## src/hw/rtl/lkvc_pkg.sv

```systemverilog
// ----------------------------------------------------------------------------
// LRU key-value cache package
// Shared sizes, payload types and the controller command word.
// ----------------------------------------------------------------------------
package lkvc_pkg;

  localparam int ENTRIES    = 16;
  localparam int KEY_BITS   = 32;
  localparam int VALUE_BITS = 32;
  localparam int IDX_W      = $clog2(ENTRIES);
  localparam int RANK_W     = IDX_W;
  localparam int OCC_W      = $clog2(ENTRIES + 1);
  localparam int CAP_W      = 5;

  typedef logic signed [KEY_BITS-1:0]   key_t;
  typedef logic signed [VALUE_BITS-1:0] val_t;
  typedef logic [IDX_W-1:0]             idx_t;
  typedef logic [RANK_W-1:0]            rank_t;
  typedef logic [OCC_W-1:0]             occ_t;
  typedef logic [CAP_W-1:0]             cap_t;

  // operation codes
  typedef enum logic {
    OP_GET = 1'b0,
    OP_PUT = 1'b1
  } op_t;

  // controller to datapath commands
  typedef struct packed {
    logic capture;  // latch the accepted input word
    logic search;   // register the associative lookup results
    logic commit;   // write back state and load the output word
  } lkvc_cmd_t;

endpackage

```

## src/hw/rtl/lkvc_in_if.sv

```systemverilog
// ----------------------------------------------------------------------------
// LRU cache request channel
// Valid/ready channel carrying one get or put request word.
// ----------------------------------------------------------------------------
interface lkvc_in_if;
  import lkvc_pkg::*;

  logic valid;
  logic ready;
  logic operation;
  key_t key;
  val_t value;

  modport source (output valid, output operation, output key, output value, input ready);
  modport sink   (input valid, input operation, input key, input value, output ready);

endinterface

```

## src/hw/rtl/lkvc_out_if.sv

```systemverilog
// ----------------------------------------------------------------------------
// LRU cache response channel
// Valid/ready channel carrying one response word per request.
// ----------------------------------------------------------------------------
interface lkvc_out_if;
  import lkvc_pkg::*;

  logic valid;
  logic ready;
  logic hit;
  val_t read_value;

  modport source (output valid, output hit, output read_value, input ready);
  modport sink   (input valid, input hit, input read_value, output ready);

endinterface

```

## src/hw/rtl/lkvc_ctrl.sv

```systemverilog
// ----------------------------------------------------------------------------
// LRU cache controller
// Sequences capture, lookup and write-back; owns the response valid flag.
// ----------------------------------------------------------------------------
module lkvc_ctrl (
  input  logic               clk,
  input  logic               rst_n,
  input  logic               in_valid,
  output logic               in_ready,
  output logic               out_valid,
  input  logic               out_ready,
  output lkvc_pkg::lkvc_cmd_t cmd
);
  import lkvc_pkg::*;

  typedef enum logic [1:0] {
    S_IDLE,
    S_LOOKUP,
    S_UPDATE
  } state_t;

  state_t state_r, state_nxt;
  logic   out_valid_r, out_valid_nxt;
  logic   out_free;

  // response slot frees up when empty or being drained this cycle
  assign out_free  = !out_valid_r || out_ready;
  assign in_ready  = (state_r == S_IDLE) || ((state_r == S_UPDATE) && out_free);
  assign out_valid = out_valid_r;

  // commands
  always_comb begin
    cmd.capture = in_valid && in_ready;
    cmd.search  = (state_r == S_LOOKUP);
    cmd.commit  = (state_r == S_UPDATE) && out_free;
  end

  // next state
  always_comb begin
    state_nxt     = state_r;
    out_valid_nxt = out_valid_r && !out_ready;
    case (state_r)
      S_IDLE: begin
        if (cmd.capture) state_nxt = S_LOOKUP;
      end
      S_LOOKUP: begin
        state_nxt = S_UPDATE;
      end
      S_UPDATE: begin
        if (cmd.commit) begin
          out_valid_nxt = 1'b1;
          state_nxt     = cmd.capture ? S_LOOKUP : S_IDLE;
        end
      end
      default: begin
        state_nxt = S_IDLE;
      end
    endcase
  end

  // state and registered outputs
  always_ff @(posedge clk) begin
    if (!rst_n) begin
      state_r     <= S_IDLE;
      out_valid_r <= 1'b0;
    end else begin
      state_r     <= state_nxt;
      out_valid_r <= out_valid_nxt;
    end
  end

  // a commit always presents a response word next cycle
  a_commit_valid: assert property (@(posedge clk) disable iff (!rst_n)
    cmd.commit |=> out_valid_r)
    else $error("commit did not raise response valid");

  // a new word is never taken while a lookup is pending
  a_no_capture_lookup: assert property (@(posedge clk) disable iff (!rst_n)
    (state_r == S_LOOKUP) |-> !cmd.capture)
    else $error("request captured during lookup");

endmodule

```

## src/hw/rtl/lkvc_dpath.sv

```systemverilog
// ----------------------------------------------------------------------------
// LRU cache datapath
// Entry store, associative compare, recency ranks and response register.
// ----------------------------------------------------------------------------
module lkvc_dpath (
  input  logic                clk,
  input  logic                rst_n,
  input  lkvc_pkg::lkvc_cmd_t cmd,
  input  logic                cfg_we,
  input  lkvc_pkg::cap_t      cfg_wdata,
  input  logic                in_operation,
  input  lkvc_pkg::key_t      in_key,
  input  lkvc_pkg::val_t      in_value,
  output logic                out_hit,
  output lkvc_pkg::val_t      out_read_value
);
  import lkvc_pkg::*;

  // configuration
  cap_t cap_r;
  occ_t eff_cap;

  // entry store
  logic [ENTRIES-1:0] valid_r;
  key_t               key_r  [ENTRIES];
  val_t               val_r  [ENTRIES];
  rank_t              rank_r [ENTRIES];
  rank_t              rank_nxt [ENTRIES];
  occ_t               occ_r;

  // captured request
  logic op_r;
  key_t req_key_r;
  val_t req_val_r;

  // lookup results
  logic  hit_c, free_c, victim_c;
  idx_t  hit_idx_c, free_idx_c, victim_idx_c;
  logic  hit_r, ins_ok_r;
  idx_t  hit_idx_r, free_idx_r, victim_idx_r;
  rank_t hit_rank_r;

  // write-back control
  logic is_put;
  logic wr_val_en, wr_key_en, do_insert;
  idx_t wr_idx;
  logic touch_en;
  occ_t touch_lim;

  // response register
  logic out_hit_r;
  val_t out_read_value_r;

  // capacity register; the effective capacity is clamped to 1 .. ENTRIES
  always_ff @(posedge clk) begin
    if (!rst_n) begin
      cap_r <= CAP_W'(ENTRIES);
    end else if (cfg_we) begin
      cap_r <= cfg_wdata;
    end
  end

  always_comb begin
    if (cap_r == '0) begin
      eff_cap = OCC_W'(1);
    end else if (OCC_W'(cap_r) > OCC_W'(ENTRIES)) begin
      eff_cap = OCC_W'(ENTRIES);
    end else begin
      eff_cap = OCC_W'(cap_r);
    end
  end

  // request capture
  always_ff @(posedge clk) begin
    if (cmd.capture) begin
      op_r      <= in_operation;
      req_key_r <= in_key;
      req_val_r <= in_value;
    end
  end

  // associative compare, first free slot, least recent entry
  always_comb begin
    hit_c        = 1'b0;
    hit_idx_c    = '0;
    free_c       = 1'b0;
    free_idx_c   = '0;
    victim_c     = 1'b0;
    victim_idx_c = '0;
    for (int i = ENTRIES - 1; i >= 0; i--) begin
      if (valid_r[i] && (key_r[i] == req_key_r)) begin
        hit_c     = 1'b1;
        hit_idx_c = IDX_W'(i);
      end
      if (!valid_r[i]) begin
        free_c     = 1'b1;
        free_idx_c = IDX_W'(i);
      end
      // ranks are distinct 0 .. occ-1, so the oldest holds occ-1
      if (valid_r[i] && (OCC_W'(rank_r[i]) == occ_r - OCC_W'(1))) begin
        victim_c     = 1'b1;
        victim_idx_c = IDX_W'(i);
      end
    end
  end

  always_ff @(posedge clk) begin
    if (cmd.search) begin
      hit_r        <= hit_c;
      hit_idx_r    <= hit_idx_c;
      hit_rank_r   <= rank_r[hit_idx_c];
      ins_ok_r     <= free_c && (occ_r < eff_cap);
      free_idx_r   <= free_idx_c;
      victim_idx_r <= victim_idx_c;
    end
  end

  // low when no valid entry matches the oldest rank; only gates eviction
  logic victim_r;
  always_ff @(posedge clk) begin
    if (cmd.search) victim_r <= victim_c;
  end

  // write-back decode
  always_comb begin
    is_put    = (op_r == OP_PUT);
    do_insert = !hit_r && is_put && ins_ok_r;
    wr_key_en = !hit_r && is_put && (ins_ok_r || victim_r);
    wr_val_en = (hit_r && is_put) || wr_key_en;
    touch_en  = hit_r || wr_key_en;
    if (hit_r) begin
      wr_idx    = hit_idx_r;
      touch_lim = OCC_W'(hit_rank_r);
    end else if (ins_ok_r) begin
      wr_idx    = free_idx_r;
      touch_lim = OCC_W'(ENTRIES);
    end else begin
      wr_idx    = victim_idx_r;
      touch_lim = occ_r - OCC_W'(1);
    end
  end

  // recency update: touched entry goes to 0, younger ones age by one
  always_comb begin
    for (int i = 0; i < ENTRIES; i++) begin
      rank_nxt[i] = rank_r[i];
      if (touch_en) begin
        if (IDX_W'(i) == wr_idx) begin
          rank_nxt[i] = '0;
        end else if (valid_r[i] && (OCC_W'(rank_r[i]) < touch_lim)) begin
          rank_nxt[i] = rank_r[i] + RANK_W'(1);
        end
      end
    end
  end

  // control state of the store
  always_ff @(posedge clk) begin
    if (!rst_n) begin
      valid_r <= '0;
      occ_r   <= '0;
      for (int i = 0; i < ENTRIES; i++) rank_r[i] <= '0;
    end else if (cmd.commit) begin
      if (do_insert) begin
        valid_r[wr_idx] <= 1'b1;
        occ_r           <= occ_r + OCC_W'(1);
      end
      for (int i = 0; i < ENTRIES; i++) rank_r[i] <= rank_nxt[i];
    end
  end

  // key and value payload, single write port
  always_ff @(posedge clk) begin
    if (cmd.commit && wr_key_en) key_r[wr_idx] <= req_key_r;
    if (cmd.commit && wr_val_en) val_r[wr_idx] <= req_val_r;
  end

  // response word
  always_ff @(posedge clk) begin
    if (cmd.commit) begin
      out_hit_r        <= hit_r;
      out_read_value_r <= (hit_r && !is_put) ? val_r[hit_idx_r] : '0;
    end
  end

  assign out_hit        = out_hit_r;
  assign out_read_value = out_read_value_r;

  // occupancy tracks the number of valid entries
  a_occ_count: assert property (@(posedge clk) disable iff (!rst_n)
    $countones(valid_r) == int'(occ_r))
    else $error("occupancy does not match valid entries");

  a_occ_max: assert property (@(posedge clk) disable iff (!rst_n)
    occ_r <= OCC_W'(ENTRIES))
    else $error("occupancy above entry count");

  // a touched entry becomes most recent
  a_touch_mru: assert property (@(posedge clk) disable iff (!rst_n)
    (cmd.commit && touch_en) |=> (rank_r[$past(wr_idx)] == '0))
    else $error("touched entry not most recent");

endmodule

```

## src/hw/rtl/lru_key_value_cache_top.sv

```systemverilog
// ----------------------------------------------------------------------------
// LRU key-value cache top level
// Fully associative key-value store with least-recently-used replacement.
// ----------------------------------------------------------------------------
// Each request word (get or put) returns one response word. An accepted word
// passes the lookup state (16-way key compare and slot encode into registers)
// then the write-back state (rank update, store write, response load), which
// waits for the previous response to drain. A new request can be taken in the
// write-back of the previous one, and a request is accepted while the previous
// response still waits in its register. Reset empties the store at once
// through per-entry valid bits; no clearing pass. cfg_wdata sets the capacity
// (0 acts as 1, above 16 as 16); the user must write it only while the block
// is idle (not enforced by the block); lowering it evicts nothing at once.
module lru_key_value_cache_top (
  input  logic                clk,
  input  logic                rst_n,
  input  logic                cfg_we,
  input  lkvc_pkg::cap_t      cfg_wdata,
  lkvc_in_if.sink             in_ch,
  lkvc_out_if.source          out_ch
);
  import lkvc_pkg::*;

  lkvc_cmd_t cmd;

  // controller
  lkvc_ctrl u_ctrl (
    .clk       (clk),
    .rst_n     (rst_n),
    .in_valid  (in_ch.valid),
    .in_ready  (in_ch.ready),
    .out_valid (out_ch.valid),
    .out_ready (out_ch.ready),
    .cmd       (cmd)
  );

  // datapath
  lkvc_dpath u_dpath (
    .clk            (clk),
    .rst_n          (rst_n),
    .cmd            (cmd),
    .cfg_we         (cfg_we),
    .cfg_wdata      (cfg_wdata),
    .in_operation   (in_ch.operation),
    .in_key         (in_ch.key),
    .in_value       (in_ch.value),
    .out_hit        (out_ch.hit),
    .out_read_value (out_ch.read_value)
  );

endmodule
```

## src/flat_wrapper.sv

```systemverilog
// flat-port wrapper written by rule: the top's interface ports become plain ports
module lru_key_value_cache_top_flat import lkvc_pkg::*;
  (clk, rst_n, cfg_we, cfg_wdata, in_ch_valid, in_ch_operation, in_ch_key, in_ch_value, in_ch_ready, out_ch_valid, out_ch_hit, out_ch_read_value, out_ch_ready);
  lkvc_in_if in_ch_i ();
  lkvc_out_if out_ch_i ();
  input  logic clk;
  input  logic rst_n;
  input  logic cfg_we;
  input  lkvc_pkg::cap_t cfg_wdata;
  input wire logic [$bits(in_ch_i.valid)-1:0] in_ch_valid;
  input wire logic [$bits(in_ch_i.operation)-1:0] in_ch_operation;
  input wire logic [$bits(in_ch_i.key)-1:0] in_ch_key;
  input wire logic [$bits(in_ch_i.value)-1:0] in_ch_value;
  output wire logic [$bits(in_ch_i.ready)-1:0] in_ch_ready;
  output wire logic [$bits(out_ch_i.valid)-1:0] out_ch_valid;
  output wire logic [$bits(out_ch_i.hit)-1:0] out_ch_hit;
  output wire logic [$bits(out_ch_i.read_value)-1:0] out_ch_read_value;
  input wire logic [$bits(out_ch_i.ready)-1:0] out_ch_ready;
  assign in_ch_i.valid = in_ch_valid;
  assign in_ch_i.operation = in_ch_operation;
  assign in_ch_i.key = in_ch_key;
  assign in_ch_i.value = in_ch_value;
  assign in_ch_ready = in_ch_i.ready;
  assign out_ch_valid = out_ch_i.valid;
  assign out_ch_hit = out_ch_i.hit;
  assign out_ch_read_value = out_ch_i.read_value;
  assign out_ch_i.ready = out_ch_ready;
  lru_key_value_cache_top u_core (.clk(clk), .rst_n(rst_n), .cfg_we(cfg_we), .cfg_wdata(cfg_wdata), .in_ch(in_ch_i), .out_ch(out_ch_i));
endmodule
```

## config.mk

```make
export PLATFORM = sky130hd
export DESIGN_NAME = lru_key_value_cache_top_flat
export DESIGN_NICKNAME = d
export VERILOG_FILES = /design/src/hw/rtl/lkvc_pkg.sv /design/src/hw/rtl/lkvc_in_if.sv /design/src/hw/rtl/lkvc_out_if.sv /design/src/hw/rtl/lkvc_ctrl.sv /design/src/hw/rtl/lkvc_dpath.sv /design/src/hw/rtl/lru_key_value_cache_top.sv /design/src/flat_wrapper.sv
export SDC_FILE = /design/constraint.sdc
export NUM_CORES = 1
export LEC_CHECK = 0
export BUFFER_PORTS_ARGS = -buffer_cell sky130_fd_sc_hd__buf_4
export CAP_MARGIN = 20
export CORE_AREA = 2 2 489 297
export CTS_CLUSTER_DIAMETER = 150
export DETAILED_ROUTE_END_ITERATION = 10
export DIE_AREA = 0 0 491 299
export GPL_TIMING_DRIVEN = 0
export HOLD_SLACK_MARGIN = 0.02
export PLACE_DENSITY_LB_ADDON = 0.05
export SETUP_SLACK_MARGIN = 0.4
export SLEW_MARGIN = 20
export SYNTH_ARGS = -nofsm -noshare
export SYNTH_HDL_FRONTEND = slang
export SYNTH_HIERARCHICAL = 1
export SYNTH_SLANG_ARGS = --single-unit
```

## constraint.sdc

```tcl
create_clock -name clk -period 7.5 [get_ports clk]
set_clock_uncertainty 0.05 [all_clocks]
set_input_delay 1.125 -clock clk [delete_from_list [all_inputs] [get_ports clk]]
set_output_delay 1.125 -clock clk [all_outputs]
set_load 0.005 [all_outputs]
```

==> metrics.txt, run 1 <==
# TYPE chip_impl_metric gauge
chip_impl_metric{name="die_area",unit="sq um"} 147000
chip_impl_metric{name="vias_per_cell",unit=""} 5.79
chip_impl_metric{name="insertion_delay",unit="ns"} 0.75
chip_impl_metric{name="gp_congestion",unit=""} 0.939
chip_impl_metric{name="cts_max_path_buffers",unit=""} 3
chip_impl_info{name="tritoncts_clock_tree",value="built"} 1
chip_impl_info{name="synth-main-ff-cell",value="edfxtp_1"} 1
chip_impl_metric{name="numPortBuffers",unit=""} 108
chip_impl_metric{name="arr_time_crit_path",unit="ns"} 6.39
chip_impl_info{name="worstSetupEndpointType",value="flip-flop"} 1
chip_impl_metric{name="drive_above_1_share",unit="%"} 19.6
chip_impl_metric{name="routed_wirelength",unit="um"} 186000
chip_impl_metric{name="grt_antenna_before_repair",unit=""} 17
chip_impl_info{name="setup_repair_after_global_routing_missed_its_margin",value="no"} 1
chip_impl_metric{name="cts.reportedPaths.clkPinSlew",unit="ns"} 0.07
chip_impl_metric{name="yosys_warnings",unit=""} 6
chip_impl_metric{name="h_tree_depth",unit=""} 3
chip_impl_metric{name="cts_buffers",unit=""} 120
chip_impl_metric{name="final_period_minus_worst_setup_slack",unit="ns"} 6.06
chip_impl_metric{name="maxCapViolCount",unit=""} 0
chip_impl_metric{name="drtAntennaViolNets",unit=""} 0
chip_impl_metric{name="postCtsSetupBuffers",unit=""} 0
chip_impl_metric{name="ys_ff_latch",unit=""} 1234
chip_impl_metric{name="dr_total_vias",unit=""} 32695
chip_impl_metric{name="placed_cells_incl_taps",unit=""} 5423
chip_impl_info{name="hold_end",value="u_core/u_dpath/out_hit$_DFFE_PP_"} 1
chip_impl_metric{name="ios",unit=""} 110
chip_impl_metric{name="hold_depth",unit=""} 0
chip_impl_info{name="cp_class",value="reg -> reg"} 1
chip_impl_metric{name="grt_pass1_vias",unit=""} 31257
chip_impl_metric{name="post-dp-hpwl",unit="um"} 134000
chip_impl_metric{name="p_leak",unit="uW"} 0.0208
chip_impl_metric{name="die_width",unit="um"} 491
chip_impl_metric{name="grt_util_met3",unit="%"} 6.06
chip_impl_metric{name="grt_pass1_wl",unit="um"} 253000
chip_impl_metric{name="ys_types",unit=""} 76
chip_impl_info{name="worstReg2RegStart",value="u_core/u_dpath/occ_r[0]$_SDFFE_PN0P_"} 1
chip_impl_metric{name="reg2reg_setup_slack",unit="ns"} 1.44
chip_impl_metric{name="worst-slew-pin-transition",unit="ns"} 1.25
chip_impl_metric{name="cts.sinks",unit=""} 1234
chip_impl_metric{name="power_after_layout",unit="uW"} 15000
chip_impl_metric{name="synth_enable_flop_cells",unit=""} 1205
chip_impl_info{name="hp-class",value="reg -> reg"} 1
chip_impl_metric{name="global_route.usage.met2",unit="%"} 32.1
chip_impl_metric{name="nets",unit=""} 3768
chip_impl_metric{name="critical_path_peak_fanout",unit=""} 10
chip_impl_metric{name="timing.reg2reg.worst_path_depth",unit=""} 16
chip_impl_info{name="regToRegEndpoint",value="u_core/u_dpath/rank_r[15][2]$_SDFFCE_PN0P_"} 1
chip_impl_metric{name="cts_resized",unit=""} 0
chip_impl_metric{name="first_pass_iters",unit=""} 5
chip_impl_metric{name="global_routing_met1_resource_utilization",unit="%"} 42.0
chip_impl_metric{name="maxSlewViolCount",unit=""} 0
chip_impl_info{name="layout_common_cells",value="edfxtp_1 (1205), xor2_1 (476), nor4_1 (182)"} 1
chip_impl_metric{name="core",unit="sq um"} 143000
chip_impl_metric{name="post_synth_instance_area",unit="sq um"} 53700
chip_impl_metric{name="synth.avg_cell_area",unit="sq um"} 16.4
chip_impl_metric{name="final_cell_count_without_fillers",unit=""} 5643
chip_impl_metric{name="max_slew_margin",unit="%"} 16.4
chip_impl_info{name="worst_hold_startpoint",value="u_core/u_dpath/hit_r$_SDFFCE_PP1P_"} 1
chip_impl_metric{name="ys_seq_area_share",unit="%"} 68.5
chip_impl_metric{name="synthArstFlopShare",unit="%"} 0
chip_impl_metric{name="post_synth_inst_count",unit=""} 3271
chip_impl_info{name="crit_path_start_kind",value="flip-flop"} 1
chip_impl_info{name="status",value="complete, no violations"} 1
chip_impl_metric{name="ir_worst_vdd",unit="uV"} 216
chip_impl_metric{name="synth_nets",unit=""} 3416
chip_impl_info{name="layout.cells.most_common",value="edfxtp_1"} 1
chip_impl_metric{name="fin_crit_sh",unit="%"} 80.8
chip_impl_metric{name="detail_route.wl_per_cell",unit="um"} 33.0
chip_impl_info{name="cts-root-buf",value="clkbuf_16"} 1
chip_impl_metric{name="syn_to_final_growth",unit="%"} 18.2
chip_impl_metric{name="power-per-cell-area",unit="nW/um^2"} 236
chip_impl_metric{name="gr-total-overflow",unit=""} 0
chip_impl_metric{name="initial_core_util",unit="%"} 37.6
chip_impl_metric{name="hold_viol",unit=""} 0
chip_impl_metric{name="holdWs",unit="ns"} 0.448
chip_impl_metric{name="worstPathRequired",unit="ns"} 7.83
chip_impl_metric{name="remaining_drc_errors",unit=""} 0
chip_impl_info{name="grt-busiest-layer",value="met1"} 1
chip_impl_metric{name="grtUsageTotal",unit="%"} 25.0
chip_impl_metric{name="largest_net_degree_at_the_start_of_global_routing",unit=""} 30
chip_impl_metric{name="ctsHoldBuffers",unit=""} 0
chip_impl_metric{name="die_height",unit="um"} 299
chip_impl_metric{name="row_count",unit=""} 108
chip_impl_metric{name="finalSetupViolations",unit=""} 0
chip_impl_metric{name="detailedRoute.firstIterationViolations",unit=""} 4556
chip_impl_metric{name="clock.fmax",unit="GHz"} 0.165
-- layer usage --
layer	routed length, um	part of all wire, %
met1	91600	49
met2	71100	38
met3	20500	11
met4	2840	1.5
met5	57	0.031
-- worst max-delay path by stage --
stage / cells past startpoint / end / start
after CTS: 16 / u_core/u_dpath/rank_r[15][2]$_SDFFCE_PN0P_ / u_core/u_dpath/occ_r[0]$_SDFFE_PN0P_
after global routing: 16 / u_core/u_dpath/rank_r[14][1]$_SDFFCE_PN0P_ / u_core/u_dpath/occ_r[0]$_SDFFE_PN0P_
after detailed placement: 16 / u_core/u_dpath/rank_r[10][1]$_SDFFCE_PN0P_ / u_core/u_dpath/occ_r[0]$_SDFFE_PN0P_
after floorplan: 2 / u_core/u_dpath/is_put$_DFFE_PP_ / out_ch_ready
final: 16 / u_core/u_dpath/rank_r[15][2]$_SDFFCE_PN0P_ / u_core/u_dpath/occ_r[0]$_SDFFE_PN0P_
after global placement: 3 / u_core/u_dpath/req_key_r[15]$_DFFE_PP_ / out_ch_ready
-- worst max-delay path: stages, from the launching register on --
cell and delay [ns]:
dfxtp_1 0.37, clkbuf_1 0.74, buf_2 0.62, inv_1 0.20, ha_1 0.33, clkbuf_1 0.63
clkbuf_2 0.64, nor3_1 0.20, a21oi_4 0.43, buf_8 0.23, ha_1 0.25, o21a_1 0.10
o21ai_0 0.14, nand2b_1 0.07, a21oi_1 0.14, o21ai_0 0.11, a31oi_1 0.44
-- synthesized netlist by cell type (all sizes together), types with 5 or more instances --
library cell	n	area (sq um)
o21a	42	315
mux2	8	90.1
a31oi	22	138
and3	21	131
ha	70	876
o21ai	58	302
nor2b	42	263
nand2	107	402
nor4b	13	114
nand4	80	500
nor4	185	1180
nand2b	23	144
nand3	54	270
a21boi	7	52.6
or3	7	43.8
a22oi	9	67.6
inv	17	63.8
buf	97	708
or4	22	165
a21o	5	38.8
nor3	46	230
o211ai	8	65.1
nand4b	36	315
nor2	139	524
xnor2	138	1220
a21oi	34	185
mux2i	12	120
xor2	477	4190
clkbuf	48	181
dfxtp	29	581
mux4	160	3600
and2	10	65.1
edfxtp	1205	36200
-- flip-flops by register name (all words and copies together), names as in the netlist, 5 cells and up --
| name | count |
|---|---|
| u_core/u_dpath/occ_r | 5 |
| u_core/u_dpath/valid_r | 16 |
| u_core/u_dpath/req_key_r | 32 |
| u_core/u_dpath/req_val_r | 32 |
| u_core/u_dpath/key_r | 512 |
| u_core/u_dpath/val_r | 512 |
| u_core/u_dpath/cap_r | 5 |
| u_core/u_dpath/rank_r | 64 |
| u_core/u_dpath/out_read_value | 32 |
-- metrics by stage --
step	setup TNS (ns)	util, %	area (sq um)	setup WS, ns
3_5_place_dp	0	41.6	59400	1.13
5_1_grt	0	44.4	63500	1.18
4_1_cts	0	44.4	63400	1.09
3_3_place_gp	-2485.34	39.8	56900	-6.36
6_report	0	44.4	63500	1.44
2_1_floorplan	0	-	53700	0.796
-- power breakdown --
part | switching, uW | internal [uW] | total, uW
sequential | 128 | 7640 | 7770
combinational | 630 | 338 | 968
clock | 2670 | 3580 | 6250
-- final cells by class --
class,instances,area (sq um)
diodes,2,5.00
plain buffers,145,912
clock buffers,148,3180
clock inverters,67,795
fillers,12558,79500
inverters,17,63.8
multi-input cells,1875,16300
flip-flops and latches,1234,36800
well taps,1925,2410
repair buffers,230,3050
-- logic make-up (layout without fill, tap and decap cells) --
family | after synthesis | count (layout) | share of synthesized area (%)
DFF | 1234 | 1234 | 68.5
and+or+nand+nor | 805 | 805 | 8.45
xor gates and xnor gates | 615 | 615 | 10.1
AOI/OAI and AO/OA | 205 | 205 | 2.52
muxes | 180 | 180 | 7.10
buffers and inverters | 162 | 607 | 1.78
adders and majority gates | 70 | 70 | 1.63
other | 0 | 2 | 0
No activity file was read; power rests on OpenSTA's default activity.
==> run 2: changes to the inputs <==
==> constraint.sdc (replaced) <==
create_clock -name clk -period 5.35 [get_ports clk]
set_clock_uncertainty 0.05 [all_clocks]
set_input_delay 0.8025 -clock clk [delete_from_list [all_inputs] [get_ports clk]]
set_output_delay 0.8025 -clock clk [all_outputs]
set_load 0.005 [all_outputs]
==> run 2 against run 1 <==
  * Worst setup slack worse by 1.1 ns
  * Critical path depth shrank 2
  * Sequential cell count stayed put
  * Die area did not move
  * Cell area grew 1.0%
  * Combinational power grew 47%
  * Sequential share of layout area decreased by 0.57 points
==> metrics.txt, run 2 (synthesis results as in run 1) <==
# TYPE chip_impl_metric gauge
chip_impl_info{name="status",value="complete, no violations"} 1
chip_impl_metric{name="finalSetupViolations",unit=""} 0
chip_impl_info{name="cts-root-buf",value="clkbuf_16"} 1
chip_impl_metric{name="cts_max_path_buffers",unit=""} 3
chip_impl_metric{name="cts.sinks",unit=""} 1234
chip_impl_metric{name="maxSlewViolCount",unit=""} 0
chip_impl_metric{name="cp_slowest_stage_delay",unit="ns"} 0.73
chip_impl_metric{name="largest_net_degree_at_the_start_of_global_routing",unit=""} 29
chip_impl_metric{name="die_height",unit="um"} 299
chip_impl_metric{name="post-dp-hpwl",unit="um"} 135000
chip_impl_metric{name="gp_congestion",unit=""} 0.929
chip_impl_metric{name="final_period_minus_worst_setup_slack",unit="ns"} 5.02
chip_impl_metric{name="utilization",unit="%"} 44.8
chip_impl_metric{name="grt_pass1_wl",unit="um"} 257000
chip_impl_metric{name="dr_total_vias",unit=""} 32993
chip_impl_metric{name="ctsHoldBuffers",unit=""} 0
chip_impl_metric{name="cts_buffers",unit=""} 130
chip_impl_metric{name="initial_core_util",unit="%"} 37.6
chip_impl_metric{name="worst-slew-pin-transition",unit="ns"} 1.22
chip_impl_metric{name="vias_per_cell",unit=""} 5.81
chip_impl_metric{name="h_tree_depth",unit=""} 4
chip_impl_metric{name="core",unit="sq um"} 143000
chip_impl_metric{name="ir_worst_vdd",unit="uV"} 227
chip_impl_info{name="crit_path_top_delay_cell",value="edfxtp_1"} 1
chip_impl_metric{name="maxCapViolCount",unit=""} 0
chip_impl_metric{name="hold_viol",unit=""} 0
chip_impl_metric{name="grt_pass1_vias",unit=""} 31074
chip_impl_metric{name="remaining_drc_errors",unit=""} 0
chip_impl_metric{name="routed_wirelength",unit="um"} 190000
chip_impl_metric{name="die_area",unit="sq um"} 147000
chip_impl_info{name="layout_common_cells",value="edfxtp_1 (1205), xor2_1 (476), nor4_1 (180)"} 1
chip_impl_metric{name="row_count",unit=""} 108
chip_impl_metric{name="final_cell_count_without_fillers",unit=""} 5683
chip_impl_info{name="crit_path_start_kind",value="flip-flop"} 1
chip_impl_metric{name="critical_path_peak_fanout",unit=""} 10
chip_impl_info{name="cp_common_cell",value="nand4_1"} 1
chip_impl_metric{name="arr_time_crit_path",unit="ns"} 5.46
chip_impl_metric{name="p_leak",unit="uW"} 0.0210
chip_impl_metric{name="worstPathRequired",unit="ns"} 5.79
chip_impl_metric{name="gr-total-overflow",unit=""} 0
chip_impl_metric{name="syn_to_final_growth",unit="%"} 19.4
chip_impl_info{name="worstSetupEndpointType",value="flip-flop"} 1
chip_impl_metric{name="insertion_delay",unit="ns"} 0.79
chip_impl_metric{name="clock.fmax",unit="GHz"} 0.199
chip_impl_metric{name="detailedRoute.firstIterationViolations",unit=""} 4912
chip_impl_metric{name="drtAntennaViolNets",unit=""} 0
chip_impl_metric{name="placed_cells_incl_taps",unit=""} 5427
chip_impl_metric{name="drive_above_1_share",unit="%"} 20.4
chip_impl_info{name="critical_path.cell_chain",value="clkbuf_4 > buf_6 > xor2_1 > nor4_1 > nand4_1 > nor4_2 > a211oi_1 > o211a_1 > and2_1 > buf_2 > nor2_2 > o221ai_1 > nand4_1 > o21ai_1"} 1
chip_impl_metric{name="first_pass_iters",unit=""} 5
chip_impl_metric{name="die_width",unit="um"} 491
chip_impl_metric{name="fin_crit_sh",unit="%"} 93.8
chip_impl_metric{name="cts.reportedPaths.clkPinSlew",unit="ns"} 0.07
chip_impl_metric{name="ios",unit=""} 110
chip_impl_metric{name="numPortBuffers",unit=""} 108
chip_impl_metric{name="max_slew_margin",unit="%"} 18.3
chip_impl_info{name="tritoncts_clock_tree",value="built"} 1
chip_impl_info{name="cp_class",value="reg -> reg"} 1
chip_impl_info{name="hp-class",value="in -> reg"} 1
chip_impl_metric{name="detail_route.wl_per_cell",unit="um"} 33.5
chip_impl_metric{name="grtUsageTotal",unit="%"} 25.6
chip_impl_metric{name="nets",unit=""} 3796
chip_impl_info{name="setup_repair_after_global_routing_missed_its_margin",value="yes"} 1
chip_impl_info{name="layout.cells.most_common",value="edfxtp_1"} 1
chip_impl_metric{name="dp_slack",unit="ns"} -0.799
chip_impl_metric{name="power-per-cell-area",unit="nW/um^2"} 332
chip_impl_metric{name="layout_setup_ws",unit="ns"} 0.334
chip_impl_metric{name="grt_antenna_before_repair",unit=""} 18
chip_impl_info{name="reg.largest.list",value="u_core/u_dpath/key_r: 512 flops, u_core/u_dpath/val_r: 512 flops, u_core/u_dpath/rank_r: 64 flops"} 1
[run 2: cell count changes in the layout (fill, tap and decap cells not counted), sizes merged]
cell and change:
clkinv +23, buf +16, clkbuf +10, bufinv -7
clkinvlp -2, diode +1, inv -1
[run 2: path summary, 6_finish.rpt]
kind / startpoint / endpoint / slack, ns / cells past startpoint
worst min-delay path: in_ch_key[6] / u_core/u_dpath/req_key_r[6]$_DFFE_PP_ / 0.15 / 1
worst max-delay path: u_core/u_dpath/req_key_r[29]$_DFFE_PP_ / u_core/u_dpath/hit_rank_r[3]$_DFFE_PP_ / 0.33 / 14
worst max register to register: u_core/u_dpath/req_key_r[29]$_DFFE_PP_ / u_core/u_dpath/hit_rank_r[3]$_DFFE_PP_ / 0.33 / 14
worst min register to register: u_core/u_dpath/hit_r$_SDFFCE_PP1P_ / u_core/u_dpath/out_hit$_DFFE_PP_ / 0.41 / 0
[run 2: power by group]
group / total [uW] / switching, uW / internal [uW]
Sequential: 10900 / 163 / 10700
Combinational: 1420 / 927 / 498
Clock: 8990 / 3900 / 5090
Total: 21300 / 4990 / 16300
[run 2: routing by layer]
metal	track usage, %	share of wire [%]	vias up
met5	0	0	-
met4	4.48	1.5	0
met3	7.18	11	209
met2	32.6	38	1885
met1	42.6	49	17359
li1	-	-	13540
[run 2: timing repair]
action	in CTS	in global routing
setup endpoints to repair	73	68
pin swaps	2	0
buffers inserted	8	8
gates resized for setup	13	16
[run 2: area by class of cell]
type	instances	area, sq um
fill	12538	78900
sequential	1234	36800
multi-input combinational	1875	16400
clock buffer	156	3450
timing repair buffer	248	3370
tap	1925	2410
buffer	145	957
clock inverter	80	706
inverter	17	63.8
antenna	3	7.51
[run 2: critical path, delay by kind of cell (launching register included)]
family	cells	cell delay, ns
AND/OR/NAND/NOR	6	2.02
buffers and inverters	3	1.03
flip-flops	1	0.73
AO/OA/AOI/OAI	4	0.70
XOR/XNOR	1	0.17
[run 2: per-stage QoR]
step	hold slack (ns)	instance area [sq um]	TNS (ns)	total power (uW)
detailed placement	0.393	59600	-46.74	12400
floorplan	0.374	53700	0	11700
global route	0.104	64100	0	21900
global placement	0.400	56900	-2902.70	12300
CTS	0.0965	63900	0	21400
finish	0.149	64100	0	21300
